## config.mk

```make
export PLATFORM = sky130hd
export DESIGN_NAME = raycast_column_renderer_top
export DESIGN_NICKNAME = d
export VERILOG_FILES = /design/src/sv/rcr_pkg.sv /design/src/sv/rcr_div.sv /design/src/sv/rcr_mul.sv /design/src/sv/rcr_ctrl.sv /design/src/sv/rcr_dp.sv /design/src/sv/raycast_column_renderer_top.sv
export SDC_FILE = /design/constraint.sdc
export NUM_CORES = 2
export LEC_CHECK = 0
export ABC_AREA = 1
export BUFFER_PORTS_ARGS = -buffer_cell sky130_fd_sc_hd__clkbuf_2
export CAP_MARGIN = 20
export CORE_AREA = 2 2 371 373
export CTS_BUF_LIST = sky130_fd_sc_hd__clkbuf_4
export DETAILED_ROUTE_END_ITERATION = 6
export DIE_AREA = 0 0 373 375
export GPL_TIMING_DRIVEN = 0
export PLACE_DENSITY = 0.78
export SETUP_SLACK_MARGIN = 0.5
export SLEW_MARGIN = 10
export SYNTH_ARGS = -nofsm -noshare
export SYNTH_HDL_FRONTEND = slang
export SYNTH_SLANG_ARGS = --single-unit
```

## constraint.sdc

```tcl
create_clock -name clk -period 10.5 [get_ports clk]
set_input_delay 1.575 -clock clk [delete_from_list [all_inputs] [get_ports clk]]
set_output_delay 1.575 -clock clk [all_outputs]
set_load 0.005 [all_outputs]
```

## src/sv/rcr_pkg.sv

```systemverilog
// Shared types, constants and the sine table function of the raycast column renderer.
`timescale 1ns / 1ps

package rcr_pkg;

    localparam int DEFAULT_SCREEN_WIDTH     = 190;
    localparam int DEFAULT_SCREEN_HEIGHT    = 52;
    localparam int DEFAULT_SINE_TABLE_DEPTH = 256;

    localparam int FOV_BAM      = 10923;
    localparam int HALF_FOV_BAM = 5461;
    localparam int STEP_Q       = 205;
    localparam int DEPTH_Q      = 32768;
    localparam int NEAR_Q       = 16384;
    localparam int HORIZON_Q    = 4096;
    localparam int EDGE_COS2    = 1073634999;

    localparam logic [14:0] PLAYER_X_RESET = 15'd24576;
    localparam logic [14:0] PLAYER_Y_RESET = 15'd10240;

    // Ceiling divider: dividend covers H*|d - 4096|; divisor covers 2*d.
    localparam int DIV_DW = 22;
    localparam int DIV_VW = 17;
    localparam int MUL_W  = 32;

    localparam int CFG_IDX_W  = 3;
    localparam int CFG_DATA_W = 64;

    localparam logic [6:0] CH_SPACE = 7'd32;
    localparam logic [6:0] CH_TILDE = 7'd126;
    localparam logic [6:0] CH_MINUS = 7'd45;
    localparam logic [6:0] CH_HASH  = 7'd35;
    localparam logic [6:0] CH_X     = 7'd120;
    localparam logic [6:0] CH_DOT   = 7'd46;

    typedef enum logic [2:0] {
        CFG_MAP0,
        CFG_MAP1,
        CFG_MAP2,
        CFG_MAP3,
        CFG_PLAYER_X,
        CFG_PLAYER_Y,
        CFG_PLAYER_ANGLE
    } cfg_reg_t;

    typedef enum logic [4:0] {
        OP_NONE,
        OP_LOAD,
        OP_RAY,
        OP_SIN,
        OP_COS,
        OP_EY,
        OP_MX,
        OP_MY,
        OP_EXIT,
        OP_HIT,
        OP_STEP,
        OP_SQX,
        OP_SQY,
        OP_LEN,
        OP_NX,
        OP_NY,
        OP_NUM,
        OP_NEXT,
        OP_SQ,
        OP_RHS,
        OP_EDGE,
        OP_CEIL,
        OP_NCEIL,
        OP_ROW
    } op_t;

    typedef enum logic [4:0] {
        ST_IDLE,
        ST_ANG_WAIT,
        ST_SIN,
        ST_COS,
        ST_EY,
        ST_MX,
        ST_MY,
        ST_MCHK,
        ST_SQX,
        ST_SQY,
        ST_LEN,
        ST_NX,
        ST_NY,
        ST_NUM,
        ST_TEST,
        ST_SQW,
        ST_RHSW,
        ST_CEIL,
        ST_CEIL_WAIT,
        ST_EMIT
    } state_t;

    typedef struct packed {
        op_t op;
    } cmd_t;

    typedef struct packed {
        logic div_busy;
        logic mul_busy;
        logic ray_exit;
        logic wall;
        logic depth_done;
        logic k_last;
        logic skip;
        logic lhs_gt;
        logic out_last;
    } status_t;

    // Quarter-wave odd polynomial sine of a binary angle, Q2.14, truncated.
    function automatic logic signed [15:0] sine_of_bam(input int b);
        longint quad;
        longint r;
        longint x;
        longint x2;
        longint t;
        longint s;
        quad = (b >> 14) & 3;
        r = b & 16'h3FFF;
        if (quad % 2 == 1)
            r = 16384 - r;
        x = (r * 25736) >>> 14;
        x2 = (x * x) >>> 14;
        t = 16384 - x2 / 42;
        t = 16384 - ((x2 * t) >>> 14) / 20;
        t = 16384 - ((x2 * t) >>> 14) / 6;
        s = (x * t) >>> 14;
        if (s > 16384)
            s = 16384;
        if (quad >= 2)
            s = -s;
        return 16'(s);
    endfunction

endpackage

```

## src/sv/rcr_div.sv

```systemverilog
// Restoring unsigned divider, one quotient bit per cycle.
`timescale 1ns / 1ps

module rcr_div #(
    parameter int DW = rcr_pkg::DIV_DW,
    parameter int VW = rcr_pkg::DIV_VW
) (
    input  logic          clk,
    input  logic          rst_n,
    input  logic          start,
    input  logic [DW-1:0] dividend,
    input  logic [VW-1:0] divisor,
    output logic          busy,
    output logic [DW-1:0] quotient
);
    import rcr_pkg::*;

    localparam int CW = $clog2(DW + 1);

    logic [CW-1:0] cnt_reg, cnt_next;
    logic [DW-1:0] quo_reg, quo_next;
    logic [VW-1:0] rem_reg, rem_next;
    logic [VW-1:0] dvs_reg, dvs_next;
    logic [VW:0]   shifted;
    logic [VW:0]   diff;

    assign shifted = {rem_reg, quo_reg[DW-1]};
    assign diff    = shifted - {1'b0, dvs_reg};

    always_comb
    begin
        cnt_next = cnt_reg;
        quo_next = quo_reg;
        rem_next = rem_reg;
        dvs_next = dvs_reg;
        if (start)
        begin
            cnt_next = CW'(DW);
            quo_next = dividend;
            rem_next = '0;
            dvs_next = divisor;
        end
        else if (cnt_reg != '0)
        begin
            cnt_next = cnt_reg - 1'b1;
            if (!diff[VW])
            begin
                rem_next = diff[VW-1:0];
                quo_next = {quo_reg[DW-2:0], 1'b1};
            end
            else
            begin
                rem_next = shifted[VW-1:0];
                quo_next = {quo_reg[DW-2:0], 1'b0};
            end
        end
    end

    always_ff @(posedge clk or negedge rst_n)
    begin
        if (!rst_n)
            cnt_reg <= '0;
        else
            cnt_reg <= cnt_next;
    end

    always_ff @(posedge clk)
    begin
        quo_reg <= quo_next;
        rem_reg <= rem_next;
        dvs_reg <= dvs_next;
    end

    assign busy     = (cnt_reg != '0);
    assign quotient = quo_reg;

endmodule

```

## src/sv/rcr_mul.sv

```systemverilog
// Sequential unsigned multiplier, two multiplier bits per cycle.
`timescale 1ns / 1ps

module rcr_mul #(
    parameter int W = rcr_pkg::MUL_W
) (
    input  logic           clk,
    input  logic           rst_n,
    input  logic           start,
    input  logic [W-1:0]   a,
    input  logic [W-1:0]   b,
    output logic           busy,
    output logic [2*W-1:0] result
);
    import rcr_pkg::*;

    localparam int STEPS = (W + 1) / 2;
    localparam int CW    = $clog2(STEPS + 1);

    logic [CW-1:0]    cnt_reg, cnt_next;
    logic [2*W-1:0]   a_reg, a_next;
    logic [2*W-1:0]   acc_reg, acc_next;
    logic [2*STEPS-1:0] b_reg, b_next;
    logic [2*W-1:0]   pp0;
    logic [2*W-1:0]   pp1;

    assign pp0 = b_reg[0] ? a_reg : '0;
    assign pp1 = b_reg[1] ? {a_reg[2*W-2:0], 1'b0} : '0;

    always_comb
    begin
        cnt_next = cnt_reg;
        a_next   = a_reg;
        b_next   = b_reg;
        acc_next = acc_reg;
        if (start)
        begin
            cnt_next = CW'(STEPS);
            a_next   = {{W{1'b0}}, a};
            b_next   = (2*STEPS)'(b);
            acc_next = '0;
        end
        else if (cnt_reg != '0)
        begin
            cnt_next = cnt_reg - 1'b1;
            acc_next = acc_reg + pp0 + pp1;
            a_next   = {a_reg[2*W-3:0], 2'b00};
            b_next   = {2'b00, b_reg[2*STEPS-1:2]};
        end
    end

    always_ff @(posedge clk or negedge rst_n)
    begin
        if (!rst_n)
            cnt_reg <= '0;
        else
            cnt_reg <= cnt_next;
    end

    always_ff @(posedge clk)
    begin
        a_reg   <= a_next;
        b_reg   <= b_next;
        acc_reg <= acc_next;
    end

    assign busy   = (cnt_reg != '0);
    assign result = acc_reg;

endmodule

```

## src/sv/rcr_ctrl.sv

```systemverilog
// Controller state machine that sequences the ray cast, edge test and row output.
`timescale 1ns / 1ps

module rcr_ctrl (
    input  logic             clk,
    input  logic             rst_n,
    input  logic             column_valid,
    output logic             column_ready,
    output logic             result_valid,
    input  logic             result_ready,
    input  rcr_pkg::status_t status,
    output rcr_pkg::cmd_t    cmd
);
    import rcr_pkg::*;

    state_t state_reg, state_next;

    always_comb
    begin
        state_next = state_reg;
        unique case (state_reg)
            ST_IDLE:      if (column_valid) state_next = ST_ANG_WAIT;
            ST_ANG_WAIT:  if (!status.div_busy) state_next = ST_SIN;
            ST_SIN:       state_next = ST_COS;
            ST_COS:       state_next = ST_EY;
            ST_EY:        state_next = ST_MX;
            ST_MX:        state_next = ST_MY;
            ST_MY:        state_next = ST_MCHK;
            ST_MCHK:
            begin
                priority if (status.ray_exit)
                    state_next = ST_CEIL;
                else if (status.wall)
                    state_next = ST_SQX;
                else if (status.depth_done)
                    state_next = ST_CEIL;
                else
                    state_next = ST_MX;
            end
            ST_SQX:       state_next = ST_SQY;
            ST_SQY:       state_next = ST_LEN;
            ST_LEN:       state_next = status.k_last ? ST_NX : ST_SQX;
            ST_NX:        state_next = ST_NY;
            ST_NY:        state_next = ST_NUM;
            ST_NUM:       state_next = ST_TEST;
            ST_TEST:
            begin
                if (status.skip)
                    state_next = status.k_last ? ST_CEIL : ST_NX;
                else
                    state_next = ST_SQW;
            end
            ST_SQW:       if (!status.mul_busy) state_next = ST_RHSW;
            ST_RHSW:
            begin
                if (!status.mul_busy)
                begin
                    if (status.lhs_gt || status.k_last)
                        state_next = ST_CEIL;
                    else
                        state_next = ST_NX;
                end
            end
            ST_CEIL:      state_next = ST_CEIL_WAIT;
            ST_CEIL_WAIT: if (!status.div_busy) state_next = ST_EMIT;
            ST_EMIT:      if (result_ready && status.out_last) state_next = ST_IDLE;
            default:      state_next = ST_IDLE;
        endcase
    end

    always_comb
    begin
        cmd.op       = OP_NONE;
        column_ready = 1'b0;
        result_valid = 1'b0;
        unique case (state_reg)
            ST_IDLE:
            begin
                column_ready = 1'b1;
                if (column_valid) cmd.op = OP_LOAD;
            end
            ST_ANG_WAIT:  if (!status.div_busy) cmd.op = OP_RAY;
            ST_SIN:       cmd.op = OP_SIN;
            ST_COS:       cmd.op = OP_COS;
            ST_EY:        cmd.op = OP_EY;
            ST_MX:        cmd.op = OP_MX;
            ST_MY:        cmd.op = OP_MY;
            ST_MCHK:
            begin
                priority if (status.ray_exit)
                    cmd.op = OP_EXIT;
                else if (status.wall)
                    cmd.op = OP_HIT;
                else if (status.depth_done)
                    cmd.op = OP_NONE;
                else
                    cmd.op = OP_STEP;
            end
            ST_SQX:       cmd.op = OP_SQX;
            ST_SQY:       cmd.op = OP_SQY;
            ST_LEN:       cmd.op = OP_LEN;
            ST_NX:        cmd.op = OP_NX;
            ST_NY:        cmd.op = OP_NY;
            ST_NUM:       cmd.op = OP_NUM;
            ST_TEST:      cmd.op = status.skip ? OP_NEXT : OP_SQ;
            ST_SQW:       if (!status.mul_busy) cmd.op = OP_RHS;
            ST_RHSW:
            begin
                if (!status.mul_busy)
                    cmd.op = status.lhs_gt ? OP_EDGE : OP_NEXT;
            end
            ST_CEIL:      cmd.op = OP_CEIL;
            ST_CEIL_WAIT: if (!status.div_busy) cmd.op = OP_NCEIL;
            ST_EMIT:
            begin
                result_valid = 1'b1;
                if (result_ready) cmd.op = OP_ROW;
            end
            default:      cmd.op = OP_NONE;
        endcase
    end

    always_ff @(posedge clk or negedge rst_n)
    begin
        if (!rst_n)
            state_reg <= ST_IDLE;
        else
            state_reg <= state_next;
    end

endmodule

```

## src/sv/rcr_dp.sv

```systemverilog
// Datapath: configuration, sine table, ray march, corner edge test and row shading.
`timescale 1ns / 1ps

module rcr_dp #(
    parameter int SCREEN_WIDTH     = rcr_pkg::DEFAULT_SCREEN_WIDTH,
    parameter int SCREEN_HEIGHT    = rcr_pkg::DEFAULT_SCREEN_HEIGHT,
    parameter int SINE_TABLE_DEPTH = rcr_pkg::DEFAULT_SINE_TABLE_DEPTH
) (
    input  logic                           clk,
    input  logic                           rst_n,
    input  rcr_pkg::cmd_t                  cmd,
    output rcr_pkg::status_t               status,
    input  logic                           cfg_we,
    input  logic [rcr_pkg::CFG_IDX_W-1:0]  cfg_index,
    input  logic [rcr_pkg::CFG_DATA_W-1:0] cfg_data,
    input  logic [7:0]                     column,
    output logic [7:0]                     column_echo,
    output logic [5:0]                     row,
    output logic [6:0]                     char_code,
    output logic [15:0]                    wall_distance,
    output logic                           last_row
);
    import rcr_pkg::*;

    localparam int IDX_W = $clog2(SINE_TABLE_DEPTH);
    localparam int NW    = DIV_DW + 2;
    localparam logic signed [NW-1:0] H_S = NW'(SCREEN_HEIGHT);
    localparam logic [15:0] RAY_BIAS = 16'(65536 - HALF_FOV_BAM);

    // Configuration registers
    logic [255:0] map_reg, map_next;
    logic [14:0]  px_reg, px_next;
    logic [14:0]  py_reg, py_next;
    logic [15:0]  pa_reg, pa_next;

    // Working registers
    logic [7:0]               col_reg, col_next;
    logic [15:0]              ray_reg, ray_next;
    logic signed [15:0]       rom_q_reg, rom_q_next;
    logic signed [15:0]       ex_reg, ex_next;
    logic signed [15:0]       ey_reg, ey_next;
    logic [15:0]              d_reg, d_next;
    logic signed [35:0]       prod_reg, prod_next;
    logic signed [35:0]       acc_reg, acc_next;
    logic signed [35:0]       num_reg, num_next;
    logic signed [18:0]       posx_reg, posx_next;
    logic [3:0]               cx_reg, cx_next;
    logic [3:0]               cy_reg, cy_next;
    logic [1:0]               k_reg, k_next;
    logic [1:0]               far_reg, far_next;
    logic [31:0]              far_len_reg, far_len_next;
    logic [31:0]              len_reg [4];
    logic [31:0]              len_next [4];
    logic [63:0]              lhs_reg, lhs_next;
    logic                     edge_reg, edge_next;
    logic                     neg_reg, neg_next;
    logic signed [DIV_DW:0]   nceil_reg, nceil_next;
    logic [5:0]               y_reg, y_next;

    // Sine table, a constant array read through a registered port
    logic signed [15:0] sine_rom [SINE_TABLE_DEPTH];

    for (genvar i = 0; i < SINE_TABLE_DEPTH; i++)
    begin : g_rom
        localparam int B = (i * 65536) / SINE_TABLE_DEPTH;
        assign sine_rom[i] = sine_of_bam(B);
    end

    // Angle offset of every column code, column*FOV/SCREEN_WIDTH, as a constant table
    logic [15:0] col_ang [256];

    for (genvar i = 0; i < 256; i++)
    begin : g_col_ang
        assign col_ang[i] = 16'((i * FOV_BAM) / SCREEN_WIDTH);
    end

    logic [16+IDX_W:0] sin_scaled;
    logic [16+IDX_W:0] cos_scaled;
    logic [15:0]       ray_cos;
    logic [IDX_W-1:0]  rom_addr;

    assign ray_cos    = ray_reg + 16'd16384;
    assign sin_scaled = (17+IDX_W)'(ray_reg) * (17+IDX_W)'(SINE_TABLE_DEPTH);
    assign cos_scaled = (17+IDX_W)'(ray_cos) * (17+IDX_W)'(SINE_TABLE_DEPTH);
    assign rom_addr   = (cmd.op == OP_SIN) ? sin_scaled[16 +: IDX_W] : cos_scaled[16 +: IDX_W];

    // Ceiling divider and wide multiplier
    logic              div_start;
    logic [DIV_DW-1:0] div_dividend;
    logic [DIV_VW-1:0] div_divisor;
    logic              div_busy;
    logic [DIV_DW-1:0] div_q;
    logic              mul_start;
    logic [MUL_W-1:0]  mul_a;
    logic [MUL_W-1:0]  mul_b;
    logic              mul_busy;
    logic [2*MUL_W-1:0] mul_res;

    logic        ceil_neg;
    logic [15:0] ceil_mag;

    assign ceil_neg = (d_reg < 16'(HORIZON_Q));
    assign ceil_mag = ceil_neg ? (16'(HORIZON_Q) - d_reg) : (d_reg - 16'(HORIZON_Q));

    always_comb
    begin
        div_start    = (cmd.op == OP_CEIL);
        div_dividend = DIV_DW'(ceil_mag) * DIV_DW'(SCREEN_HEIGHT);
        div_divisor  = {d_reg, 1'b0};
    end

    always_comb
    begin
        mul_start = 1'b0;
        mul_a     = num_reg[MUL_W-1:0];
        mul_b     = num_reg[MUL_W-1:0];
        if (cmd.op == OP_SQ)
        begin
            mul_start = 1'b1;
        end
        else if (cmd.op == OP_RHS)
        begin
            mul_start = 1'b1;
            mul_a     = len_reg[k_reg];
            mul_b     = MUL_W'(EDGE_COS2);
        end
    end

    rcr_div #(
        .DW (DIV_DW),
        .VW (DIV_VW)
    ) u_div (
        .clk      (clk),
        .rst_n    (rst_n),
        .start    (div_start),
        .dividend (div_dividend),
        .divisor  (div_divisor),
        .busy     (div_busy),
        .quotient (div_q)
    );

    rcr_mul #(
        .W (MUL_W)
    ) u_mul (
        .clk    (clk),
        .rst_n  (rst_n),
        .start  (mul_start),
        .a      (mul_a),
        .b      (mul_b),
        .busy   (mul_busy),
        .result (mul_res)
    );

    // Corner vectors of the hit cell for corner k
    logic [4:0]         cxk;
    logic [4:0]         cyk;
    logic signed [17:0] vx_w;
    logic signed [17:0] vy_w;

    assign cxk  = {1'b0, cx_reg} + {4'b0, k_reg[1]};
    assign cyk  = {1'b0, cy_reg} + {4'b0, k_reg[0]};
    assign vx_w = $signed({2'b0, cxk, 11'b0}) - $signed({3'b0, px_reg});
    assign vy_w = $signed({2'b0, cyk, 11'b0}) - $signed({3'b0, py_reg});

    // Shared signed 18x18 multiplier
    logic signed [17:0] ma;
    logic signed [17:0] mb;
    logic signed [35:0] mprod;
    logic signed [17:0] ex_w;
    logic signed [17:0] ey_w;
    logic signed [17:0] d_w;

    assign ex_w = {{2{ex_reg[15]}}, ex_reg};
    assign ey_w = {{2{ey_reg[15]}}, ey_reg};
    assign d_w  = $signed({2'b0, d_reg});

    always_comb
    begin
        ma = ex_w;
        mb = d_w;
        unique case (cmd.op)
            OP_MY:   begin ma = ey_w; mb = d_w;  end
            OP_SQX:  begin ma = vx_w; mb = vx_w; end
            OP_SQY:  begin ma = vy_w; mb = vy_w; end
            OP_NX:   begin ma = ex_w; mb = vx_w; end
            OP_NY:   begin ma = ey_w; mb = vy_w; end
            default: begin ma = ex_w; mb = d_w;  end
        endcase
    end

    assign mprod = ma * mb;

    // Offset trunc(prod / 16384) toward zero, then position and map cell
    logic signed [35:0] prod_adj;
    logic signed [35:0] prod_sh;
    logic signed [18:0] off_w;
    logic signed [18:0] posx_w;
    logic signed [18:0] posy_w;
    logic               exit_x;
    logic               exit_y;
    logic [3:0]         cxw;
    logic [3:0]         cyw;
    logic [31:0]        len_w;

    assign prod_adj = prod_reg + (prod_reg[35] ? 36'sd16383 : 36'sd0);
    assign prod_sh  = prod_adj >>> 14;
    assign off_w    = prod_sh[18:0];
    assign posx_w   = $signed({4'b0, px_reg}) + off_w;
    assign posy_w   = $signed({4'b0, py_reg}) + off_w;
    assign exit_x   = (posx_reg <= -19'sd2048) || (posx_reg >= 19'sd32768);
    assign exit_y   = (posy_w <= -19'sd2048) || (posy_w >= 19'sd32768);
    assign cxw      = posx_reg[18] ? 4'd0 : posx_reg[14:11];
    assign cyw      = posy_w[18] ? 4'd0 : posy_w[14:11];
    assign len_w    = acc_reg[31:0] + prod_reg[31:0];

    always_comb
    begin
        map_next = map_reg;
        px_next  = px_reg;
        py_next  = py_reg;
        pa_next  = pa_reg;
        if (cfg_we)
        begin
            unique case (cfg_reg_t'(cfg_index))
                CFG_MAP0:         map_next[0 +: 64]   = cfg_data;
                CFG_MAP1:         map_next[64 +: 64]  = cfg_data;
                CFG_MAP2:         map_next[128 +: 64] = cfg_data;
                CFG_MAP3:         map_next[192 +: 64] = cfg_data;
                CFG_PLAYER_X:     px_next = cfg_data[14:0];
                CFG_PLAYER_Y:     py_next = cfg_data[14:0];
                CFG_PLAYER_ANGLE: pa_next = cfg_data[15:0];
                default:          map_next = map_reg;
            endcase
        end
    end

    always_comb
    begin
        col_next     = col_reg;
        ray_next     = ray_reg;
        rom_q_next   = sine_rom[rom_addr];
        ex_next      = ex_reg;
        ey_next      = ey_reg;
        d_next       = d_reg;
        prod_next    = prod_reg;
        acc_next     = acc_reg;
        num_next     = num_reg;
        posx_next    = posx_reg;
        cx_next      = cx_reg;
        cy_next      = cy_reg;
        k_next       = k_reg;
        far_next     = far_reg;
        far_len_next = far_len_reg;
        len_next     = len_reg;
        lhs_next     = lhs_reg;
        edge_next    = edge_reg;
        neg_next     = neg_reg;
        nceil_next   = nceil_reg;
        y_next       = y_reg;
        unique case (cmd.op)
            OP_LOAD:  col_next = column;
            OP_RAY:   ray_next = pa_reg + col_ang[col_reg] + RAY_BIAS;
            OP_COS:   ex_next = rom_q_reg;
            OP_EY:
            begin
                ey_next   = rom_q_reg;
                d_next    = 16'(STEP_Q);
                edge_next = 1'b0;
            end
            OP_MX:    prod_next = mprod;
            OP_MY:
            begin
                posx_next = posx_w;
                prod_next = mprod;
            end
            OP_EXIT:  d_next = 16'(DEPTH_Q);
            OP_HIT:
            begin
                cx_next  = cxw;
                cy_next  = cyw;
                k_next   = 2'd0;
                far_next = 2'd0;
            end
            OP_STEP:  d_next = d_reg + 16'(STEP_Q);
            OP_SQX:   prod_next = mprod;
            OP_SQY, OP_NY:
            begin
                acc_next  = prod_reg;
                prod_next = mprod;
            end
            OP_LEN:
            begin
                len_next[k_reg] = len_w;
                // The later corner wins a tie for farthest
                if (k_reg == 2'd0 || len_w >= far_len_reg)
                begin
                    far_next     = k_reg;
                    far_len_next = len_w;
                end
                k_next = k_reg + 2'd1;
            end
            OP_NX:    prod_next = mprod;
            OP_NUM:   num_next = acc_reg + prod_reg;
            OP_NEXT:  k_next = k_reg + 2'd1;
            OP_RHS:   lhs_next = {mul_res[61:0], 2'b00};
            OP_EDGE:  edge_next = 1'b1;
            OP_CEIL:  neg_next = ceil_neg;
            OP_NCEIL:
            begin
                nceil_next = neg_reg ? -$signed({1'b0, div_q}) : $signed({1'b0, div_q});
                y_next     = 6'd0;
            end
            OP_ROW:   y_next = y_reg + 6'd1;
            default:  y_next = y_reg;
        endcase
    end

    always_ff @(posedge clk or negedge rst_n)
    begin
        if (!rst_n)
        begin
            map_reg <= '0;
            px_reg  <= PLAYER_X_RESET;
            py_reg  <= PLAYER_Y_RESET;
            pa_reg  <= '0;
        end
        else
        begin
            map_reg <= map_next;
            px_reg  <= px_next;
            py_reg  <= py_next;
            pa_reg  <= pa_next;
        end
    end

    always_ff @(posedge clk)
    begin
        col_reg     <= col_next;
        ray_reg     <= ray_next;
        rom_q_reg   <= rom_q_next;
        ex_reg      <= ex_next;
        ey_reg      <= ey_next;
        d_reg       <= d_next;
        prod_reg    <= prod_next;
        acc_reg     <= acc_next;
        num_reg     <= num_next;
        posx_reg    <= posx_next;
        cx_reg      <= cx_next;
        cy_reg      <= cy_next;
        k_reg       <= k_next;
        far_reg     <= far_next;
        far_len_reg <= far_len_next;
        len_reg     <= len_next;
        lhs_reg     <= lhs_next;
        edge_reg    <= edge_next;
        neg_reg     <= neg_next;
        nceil_reg   <= nceil_next;
        y_reg       <= y_next;
    end

    // Row shading
    logic signed [NW-1:0] ys;
    logic signed [NW-1:0] nceil_ext;
    logic signed [NW-1:0] nfloor_w;
    logic [6:0]           rem_w;
    logic [6:0]           shade;
    logic [6:0]           floor_ch;

    assign ys        = $signed({{(NW-6){1'b0}}, y_reg});
    assign nceil_ext = {nceil_reg[DIV_DW], nceil_reg};
    assign nfloor_w  = H_S - nceil_ext;
    assign rem_w     = 7'(SCREEN_HEIGHT) - {1'b0, y_reg};

    always_comb
    begin
        if (edge_reg)
            shade = CH_SPACE;
        else if (d_reg < 16'(NEAR_Q))
            shade = CH_TILDE;
        else if (d_reg < 16'(DEPTH_Q))
            shade = CH_MINUS;
        else
            shade = CH_SPACE;
    end

    always_comb
    begin
        priority if (8 * int'(rem_w) < SCREEN_HEIGHT)
            floor_ch = CH_HASH;
        else if (4 * int'(rem_w) < SCREEN_HEIGHT)
            floor_ch = CH_X;
        else if (8 * int'(rem_w) < 3 * SCREEN_HEIGHT)
            floor_ch = CH_DOT;
        else if (20 * int'(rem_w) < 9 * SCREEN_HEIGHT)
            floor_ch = CH_MINUS;
        else
            floor_ch = CH_SPACE;
    end

    always_comb
    begin
        priority if (ys <= nceil_ext)
            char_code = CH_SPACE;
        else if (ys <= nfloor_w)
            char_code = shade;
        else
            char_code = floor_ch;
    end

    assign column_echo   = col_reg;
    assign row           = y_reg;
    assign wall_distance = d_reg;
    assign last_row      = (y_reg == 6'(SCREEN_HEIGHT - 1));

    assign status.div_busy   = div_busy;
    assign status.mul_busy   = mul_busy;
    assign status.ray_exit   = exit_x || exit_y;
    assign status.wall       = map_reg[{cxw, cyw}];
    assign status.depth_done = (d_reg >= 16'(DEPTH_Q));
    assign status.k_last     = (k_reg == 2'd3);
    assign status.skip       = (num_reg <= 36'sd0) || (k_reg == far_reg);
    assign status.lhs_gt     = (lhs_reg > mul_res);
    assign status.out_last   = last_row;

endmodule

```

## src/sv/raycast_column_renderer_top.sv

```systemverilog
// Top level of the raycast column renderer: controller, datapath and checks.
// Order of work: the ray direction from the accepted item, then the ray march
// (at most 160 steps), the corner test on a wall hit and the ceiling divide,
// then one row item per cycle while result_ready is high (SCREEN_HEIGHT rows).
// One column is cast at a time; a new column is taken only after its last row.
// Reset (rst_n, asynchronous, active low) empties the block and restores the map and viewer.
`timescale 1ns / 1ps

module raycast_column_renderer_top #(
    parameter int SCREEN_WIDTH     = rcr_pkg::DEFAULT_SCREEN_WIDTH,
    parameter int SCREEN_HEIGHT    = rcr_pkg::DEFAULT_SCREEN_HEIGHT,
    parameter int SINE_TABLE_DEPTH = rcr_pkg::DEFAULT_SINE_TABLE_DEPTH
) (
    input  logic                           clk,
    input  logic                           rst_n,
    input  logic                           cfg_we,
    input  logic [rcr_pkg::CFG_IDX_W-1:0]  cfg_index,
    input  logic [rcr_pkg::CFG_DATA_W-1:0] cfg_data,
    input  logic                           column_valid,
    output logic                           column_ready,
    input  logic [7:0]                     column,
    output logic                           result_valid,
    input  logic                           result_ready,
    output logic [7:0]                     column_echo,
    output logic [5:0]                     row,
    output logic [6:0]                     char_code,
    output logic [15:0]                    wall_distance,
    output logic                           last_row
);
    import rcr_pkg::*;

    // The controller steps through the cast of one item; the datapath holds all
    // arithmetic, the sine and column angle tables, the ceiling divider and the
    // wide multiplier.
    cmd_t    cmd;
    status_t status;

    rcr_ctrl u_ctrl (
        .clk          (clk),
        .rst_n        (rst_n),
        .column_valid (column_valid),
        .column_ready (column_ready),
        .result_valid (result_valid),
        .result_ready (result_ready),
        .status       (status),
        .cmd          (cmd)
    );

    // Row items are shown straight from datapath registers while the
    // controller holds the output state; each accepted item advances the row.
    rcr_dp #(
        .SCREEN_WIDTH     (SCREEN_WIDTH),
        .SCREEN_HEIGHT    (SCREEN_HEIGHT),
        .SINE_TABLE_DEPTH (SINE_TABLE_DEPTH)
    ) u_dp (
        .clk           (clk),
        .rst_n         (rst_n),
        .cmd           (cmd),
        .status        (status),
        .cfg_we        (cfg_we),
        .cfg_index     (cfg_index),
        .cfg_data      (cfg_data),
        .column        (column),
        .column_echo   (column_echo),
        .row           (row),
        .char_code     (char_code),
        .wall_distance (wall_distance),
        .last_row      (last_row)
    );

    // A new column is never taken while rows of the previous one are still out.
    a_one_column: assert property (@(posedge clk) disable iff (!rst_n)
        result_valid |-> !column_ready)
        else $error("column accepted while rows are pending");

    // Rows of a column leave in order, one higher each time.
    a_row_order: assert property (@(posedge clk) disable iff (!rst_n)
        (result_valid && result_ready && !last_row) |=>
        (result_valid && row == $past(row) + 6'd1))
        else $error("row sequence broken");

    // After the bottom row the block is ready for the next column.
    a_back_to_idle: assert property (@(posedge clk) disable iff (!rst_n)
        (result_valid && result_ready && last_row) |=> column_ready)
        else $error("block not idle after last row");

    // An accepted column starts its cast rather than showing rows at once.
    a_no_early_rows: assert property (@(posedge clk) disable iff (!rst_n)
        (column_valid && column_ready) |=> !result_valid)
        else $error("rows shown before the cast");

endmodule
```

Yosys cells after proc, flatten, opt, wreduce, memory -nomap -nowiden
Memories as Yosys holds them, arrays and structs flattened. A register that Yosys moved wholly into a read port is not among the register bits.
Index checks and enable logic that the tools add are counted.
{ "word_totals": {"out_inout_bits": 40, "word_cells": 270, "n_memories": 2, "register_bits": 996, "romBits": 8192} }
{ "classes": {"n_reduce_logical": 35, "order_cmp": 21, "n_mul": 3, "eq_ne": 58, "n_bitwise": 3, "mux": 81, "add_sub_neg": 25} }
{ "memory_table": {"columns": ["memory", "depth", "width", "read_ports", "rd_clocked_by_memory_dff", "wr", "line", "text"], "rows": [
  ["(name not given)", 256, 16, 1, 1, 0, "rcr_dp.sv:241", "rom_q_next = sine_rom[rom_addr];"],
  ["(name not given)", 256, 16, 1, 0, 0, "rcr_dp.sv:262", "OP_RAY: ray_next = pa_reg + col_ang[col_reg] + RAY_BIAS;"]
]} }
{ "op_table": {"columns": ["op", "n"], "rows": [
  ["$mux 32", 11],
  ["$pmux 5 s20", 2],
  ["$add 64x64->64", 2],
  ["$bwmux 128", 1],
  ["$mux 64", 2],
  ["$mux 5", 22],
  ["$eq 5x4->1 const B", 16],
  ["$mux 22", 3],
  ["$bmux 32 s2", 1],
  ["$demux 32 s2", 1],
  ["$gt 64x64->1", 1],
  ["$eq 5x5->1 const B", 12],
  ["$pmux 18 s3", 1],
  ["$mux 7", 7],
  ["$mux 16", 3],
  ["$pmux 16 s3", 1],
  ["$eq 5x3->1 const B", 8],
  ["$add 16x19->19", 2],
  ["$ge 19x17->1 const B", 2],
  ["$le 19x12->1 const B", 2],
  ["$add 36x36->36", 1],
  ["$le 36x1->1 const B", 1],
  ["$mul 18x18->36", 1],
  ["$pmux 18 s2", 1],
  ["other kinds (69)", 122]
]} }

Longest topological paths before layout
{ "logic_depth": {"word_depth": 13, "ltp_mapped": 48, "ltp_nobuf": 47} }

By module
Synthesis repeated with hierarchy kept, for this count alone.
{ "hier_totals": {"hier_cells": 10209, "area_unflattened_um2": 78685.5} }
{ "modules_own_cells": {"columns": ["mod", "instances", "seq_area_each_um2", "area_each_um2", "cells_each"], "rows": [
  ["rcr_dp", 1, 21495.6, 59354.4, 7191],
  ["rcr_mul", 1, 3968.8, 14473.9, 2322],
  ["rcr_div", 1, 1636.6, 4050.1, 543],
  ["rcr_ctrl", 1, 125.1, 807.0, 153]
]} }

Worst setup path before layout
OpenSTA, ideal clock, no wires.
{ "synth_timing": {"path_type": "register -> register", "from": "reg u_ctrl.state_reg[3]", "to": "reg u_dp.prod_reg[33] (data pin)", "t_arrival_ns": 9.203, "period_less_slack_ns": 9.468, "path_stages_with_launch": 42, "path_buffers": 2, "path_slack_ns": 1.032, "path_cell_list": "dfrtp_1 > nor2_1 > inv_1 > nor3_1 > inv_1 > nand2_1 > nor3_1 > inv_1 > clkbuf_1 > o21ai_0 > inv_1 > clkbuf_1 > nand2_1 > fa_1 > inv_1 > fa_1 > inv_1 > fa_1 > [... 6 more ...] > ha_1 > a21oi_1 > o21ai_0 > a21oi_1 > o21bai_1 > nand2_1 > nand2_1 > a21oi_1 > o21bai_1 > a21oi_1 > o21bai_1 > nand2_1 > nand2_1 > a21boi_0 > o21ai_0 > a21boi_0 > o21ai_0 > xor2_1"} }
{ "synth_via": {"elab_chain_cells": 6, "word_cells_on_any_way": 32} }
{ "synth_rtl": {"columns": ["item", "line", "text"], "rows": [
  ["from (decl)", "rcr_ctrl.sv:16", "state_t state_reg, state_next;"],
  ["from (signal assigned)", "rcr_ctrl.sv:128", "state_reg <= state_next;"],
  ["$eq 5x5->1, or another cell as far along", "rcr_ctrl.sv:76", "unique case (state_reg)"],
  ["$pmux 5 s20 (*)", "rcr_ctrl.sv:76", null],
  ["$eq 5x4->1 / $eq 5x3->1 (equally long branches)", "rcr_dp.sv:181", "unique case (cmd.op)"],
  ["$reduce_or 2->1 (no line)", null, null],
  ["$pmux 18 s3 / $pmux 18 s2 (equally long branches)", "rcr_dp.sv:181", null],
  ["$mul 18x18->36 (*)", "rcr_dp.sv:191", "assign mprod = ma * mb;"],
  ["net u_dp.mprod[33]", "rcr_dp.sv:168", "logic signed [35:0] mprod;"],
  ["to (signal assigned)", "rcr_dp.sv:344", "prod_reg <= prod_next;"],
  ["to (decl)", "rcr_dp.sv:43", "logic signed [35:0] prod_reg, prod_next;"]
]} }
The timed path passes the listed nets; every way through them passes the cells marked *.
A chain may end at the register's enable or synchronous reset.

Worst setup path after layout
{ "layout_timing": {"from": "reg u_ctrl.state_reg[0]", "to": "reg u_dp.prod_reg[35] (data pin)"} }
The elaborated chain is that of the path after synthesis.

==> results.yml <==
global_routing:
  overflow: 0
  antenna_found_initial: 5
  grt_max_degree: 99
  gr-usage-all-layers_pct: 35.2
  grt_pass1_wl_mm: 382
  grt_pass1_vias: 66400
sta:
  fin_skew_ps: 116
  clock.fmax_mhz: 105
  fin_crit_sh_pct: 90.7
  finalSetupViolations: 0
  min_period_ps: 9520
  whs_ps: 402
  rsz0062_at_grt: "no"
  max_slew.worst_pin.slew_ps: 1180
  slew_headroom_pct: 21.0
  fin_tns_setup_ps: 0
  slew_violations: 0
  final_hold_viol_count: 0
setup_path:
  cp-end-kind: "flip-flop"
  critPathRequiredTime_ps: 11520
  slowest_stage: "clkbuf_1"
  rrSetupSlack_ps: 980
  r2r_end: "u_dp.prod_reg[35]$_DFFE_PP_"
  worst-setup-path-type: "flip-flop to flip-flop"
  crit_top_cell: "inv_1"
  path_delay_family: "adder cells"
  r2r_start: "u_ctrl.state_reg[0]$_DFFE_PN0P_"
  cp_data_arrival_time_ps: 10540
  path_buf_inv: 9
  start_kind: "flip-flop"
  crit_fanout: 10
  reg2reg_depth: 38
  cpPeakStageDelay_ps: 710
placement:
  numPortBuffers: 118
  place_area_um2: 77400
  gp_congestion: 1.01
  place_hpwl_mm: 191
cells_and_area:
  postLayoutCellArea_um2: 81300
  drive_gt1_share_pct: 8.37
  final_core_util_pct: 59.6
  area_growth_pct: 9.56
  fin_nets: 10400
  largest_register_ffs: 256
die:
  ios: 120
  die_h_um: 375
  die-area_um2: 140000
  initial_core_util_pct: 54.4
  core-area_um2: 136000
  chipWidth_um: 373
  rows: 136
clocking:
  clock_path_buffers: 4
  cts_root_buffer: "clkbuf_4"
  postCtsHoldBufs: 0
  numCtsBuffers: 279
  cts_tree: "done"
  clock_sinks: 1001
  htree_levels: 5
  clk_pin_slew_ps: 90
  clk_latency_ps: 1240
min_path:
  hp-class: "flip-flop to flip-flop"
  holdPathStages: 0
  hold_path_startpoint: "u_dp.rom_q_reg[12]$_DFF_P_"
  hold_path_end: "u_dp.ey_reg[12]$_DFFE_PP_"
logic_synthesis:
  yosysUniqueCellTypes: 78
  synth_seq_cells: 1001
  syn_nets: 9996
  synth_warnings: 0
  synth-main-ff-cell: "edfxtp_1"
  async_reset_ff_share_pct: 31.7
  synth_edf_count: 554
  ys_top_cells_by_area: "edfxtp_1, fa_1, dfrtp_1"
  yosysMostFrequentCell: "nand2_1"
  syn_area_um2: 74200
  yosysTopAreaCell: "edfxtp_1"
  syn_avg_cell_area_um2: 8.21
  synth.top_cell.area_share_pct: 22.4
  syn_inst: 9035
  synthTopCellsByCount: "nand2_1, inv_1, o21ai_0"
  synth_seq_area_share_pct: 36.6
status:
  status: "complete, but fails checks"
  violations: "DRC"
flow_run:
  max_cap_viol_count: 0
route:
  post-route-drc-count: 7
  post_drt_via_cell_ratio: 5.93
  firstDrtPassIters: 7
  wl_per_cell_um: 21.8
  drt_iter0_drc: 7912
  antenna_left: 0
  wirelength_mm: 250
  via_count: 67900
cell families (layout without fill, tap and decap cells):
logic type	count (synthesis)	count (layout)	share of synthesized area [%]
AO/OA/AOI/OAI	1732	1732	13.4
AND/OR/NAND/NOR	3178	3178	17.9
buffers and inverters	1990	2613	10.3
adder cells (fa/ha/maj)	881	881	18.9
flip-flops	1001	1001	36.6
other	1	6	0.00506
XOR/XNOR	252	252	2.99
worst max path at each step:
stage,depth (start not counted),from,endpoint
floorplan,41,u_ctrl.state_reg[3]$_DFFE_PN0P_,u_dp.prod_reg[33]$_DFFE_PP_
global placement,43,u_ctrl.state_reg[2]$_DFFE_PN0P_,u_dp.prod_reg[35]$_DFFE_PP_
detailed placement,42,u_ctrl.state_reg[4]$_DFFE_PN0P_,u_dp.prod_reg[35]$_DFFE_PP_
CTS,41,u_dp.k_reg[0]$_SDFFCE_PN0P_,u_dp.prod_reg[35]$_DFFE_PP_
global route,33,u_dp.k_reg[1]$_SDFFCE_PN0P_,u_dp.prod_reg[32]$_DFFE_PP_
finish,38,u_ctrl.state_reg[0]$_DFFE_PN0P_,u_dp.prod_reg[35]$_DFFE_PP_
cells in the final DEF, fill, tap and decap left out, drive strengths merged, types with 7 or more instances in the layout:
cell type and count:
nor4 26, a221o 26, or2 36, nand3 415, o311ai 10, clkbuf 792, fa 399, o31ai 22
o221ai 15, o21ai 699, bufinv 7, a31oi 56, xnor2 80, a221oi 38, nand2 1820, a211oi 48
clkinv 68, buf 113, a21o 9, nand4 124, o21bai 17, a2111oi 8, nor3 87, nor2 656
a21boi 10, o21a 15, o22ai 27, xor2 172, dfrtp 313, o2111ai 19, a22oi 7, dfxtp 130
o211ai 56, ha 482, edfxtp 554, inv 1630, a21oi 610
stage by stage:
stage	setup WS (ps)	instances
after floorplan	1030	9035
after global placement	-2100	10900
after detailed placement	-657	11000
after CTS	501	11400
after global routing	502	11500
final	981	11500
routing by layer:
metal  routed length [µm]  share of wire [%]  GRT usage (%)  vias to the layer above
li1                     -                  -              -                    30500
met3                26100                 10           7.48                      907
met2               113000                 45           55.6                     3995
met4                14500                5.8           19.2                        8
met1                96100                 38           45.4                    32500
met5                   41              0.016              0                        -
what timing repair did:
item / in CTS / in global routing
cloned: 1 / 0
setup buffers: 5 / 10
gates resized for setup: 46 / 55
setup endpoints to repair: 11 / 8
pin swaps: 3 / 3
worst reg2reg max path, delay by kind of cell, from the launching register on:
family                   cells  cell delay (ps)
AND/OR/NAND/NOR              8             1390
XOR/XNOR                     1              250
flip-flops                   1              440
buffers and inverters        9             1550
adder cells (fa/ha/maj)      7             3490
AO/OA/AOI/OAI               13             2210
area by class of cell:
cell class	instances	area, µm²
antenna	5	12.5
clock buffer	403	3030
tap	1794	2240
fill	12000	55000
timing repair inverter	1	5.00
inverter	1643	6200
clock inverter	64	412
timing repair buffer	155	1080
sequential	1001	27200
buffer	347	1510
multi-input combinational	6044	39600
Power is left out: the tool's default activity adds up to more than one toggle a clock period on the data nets, which glitch-free logic cannot reach.
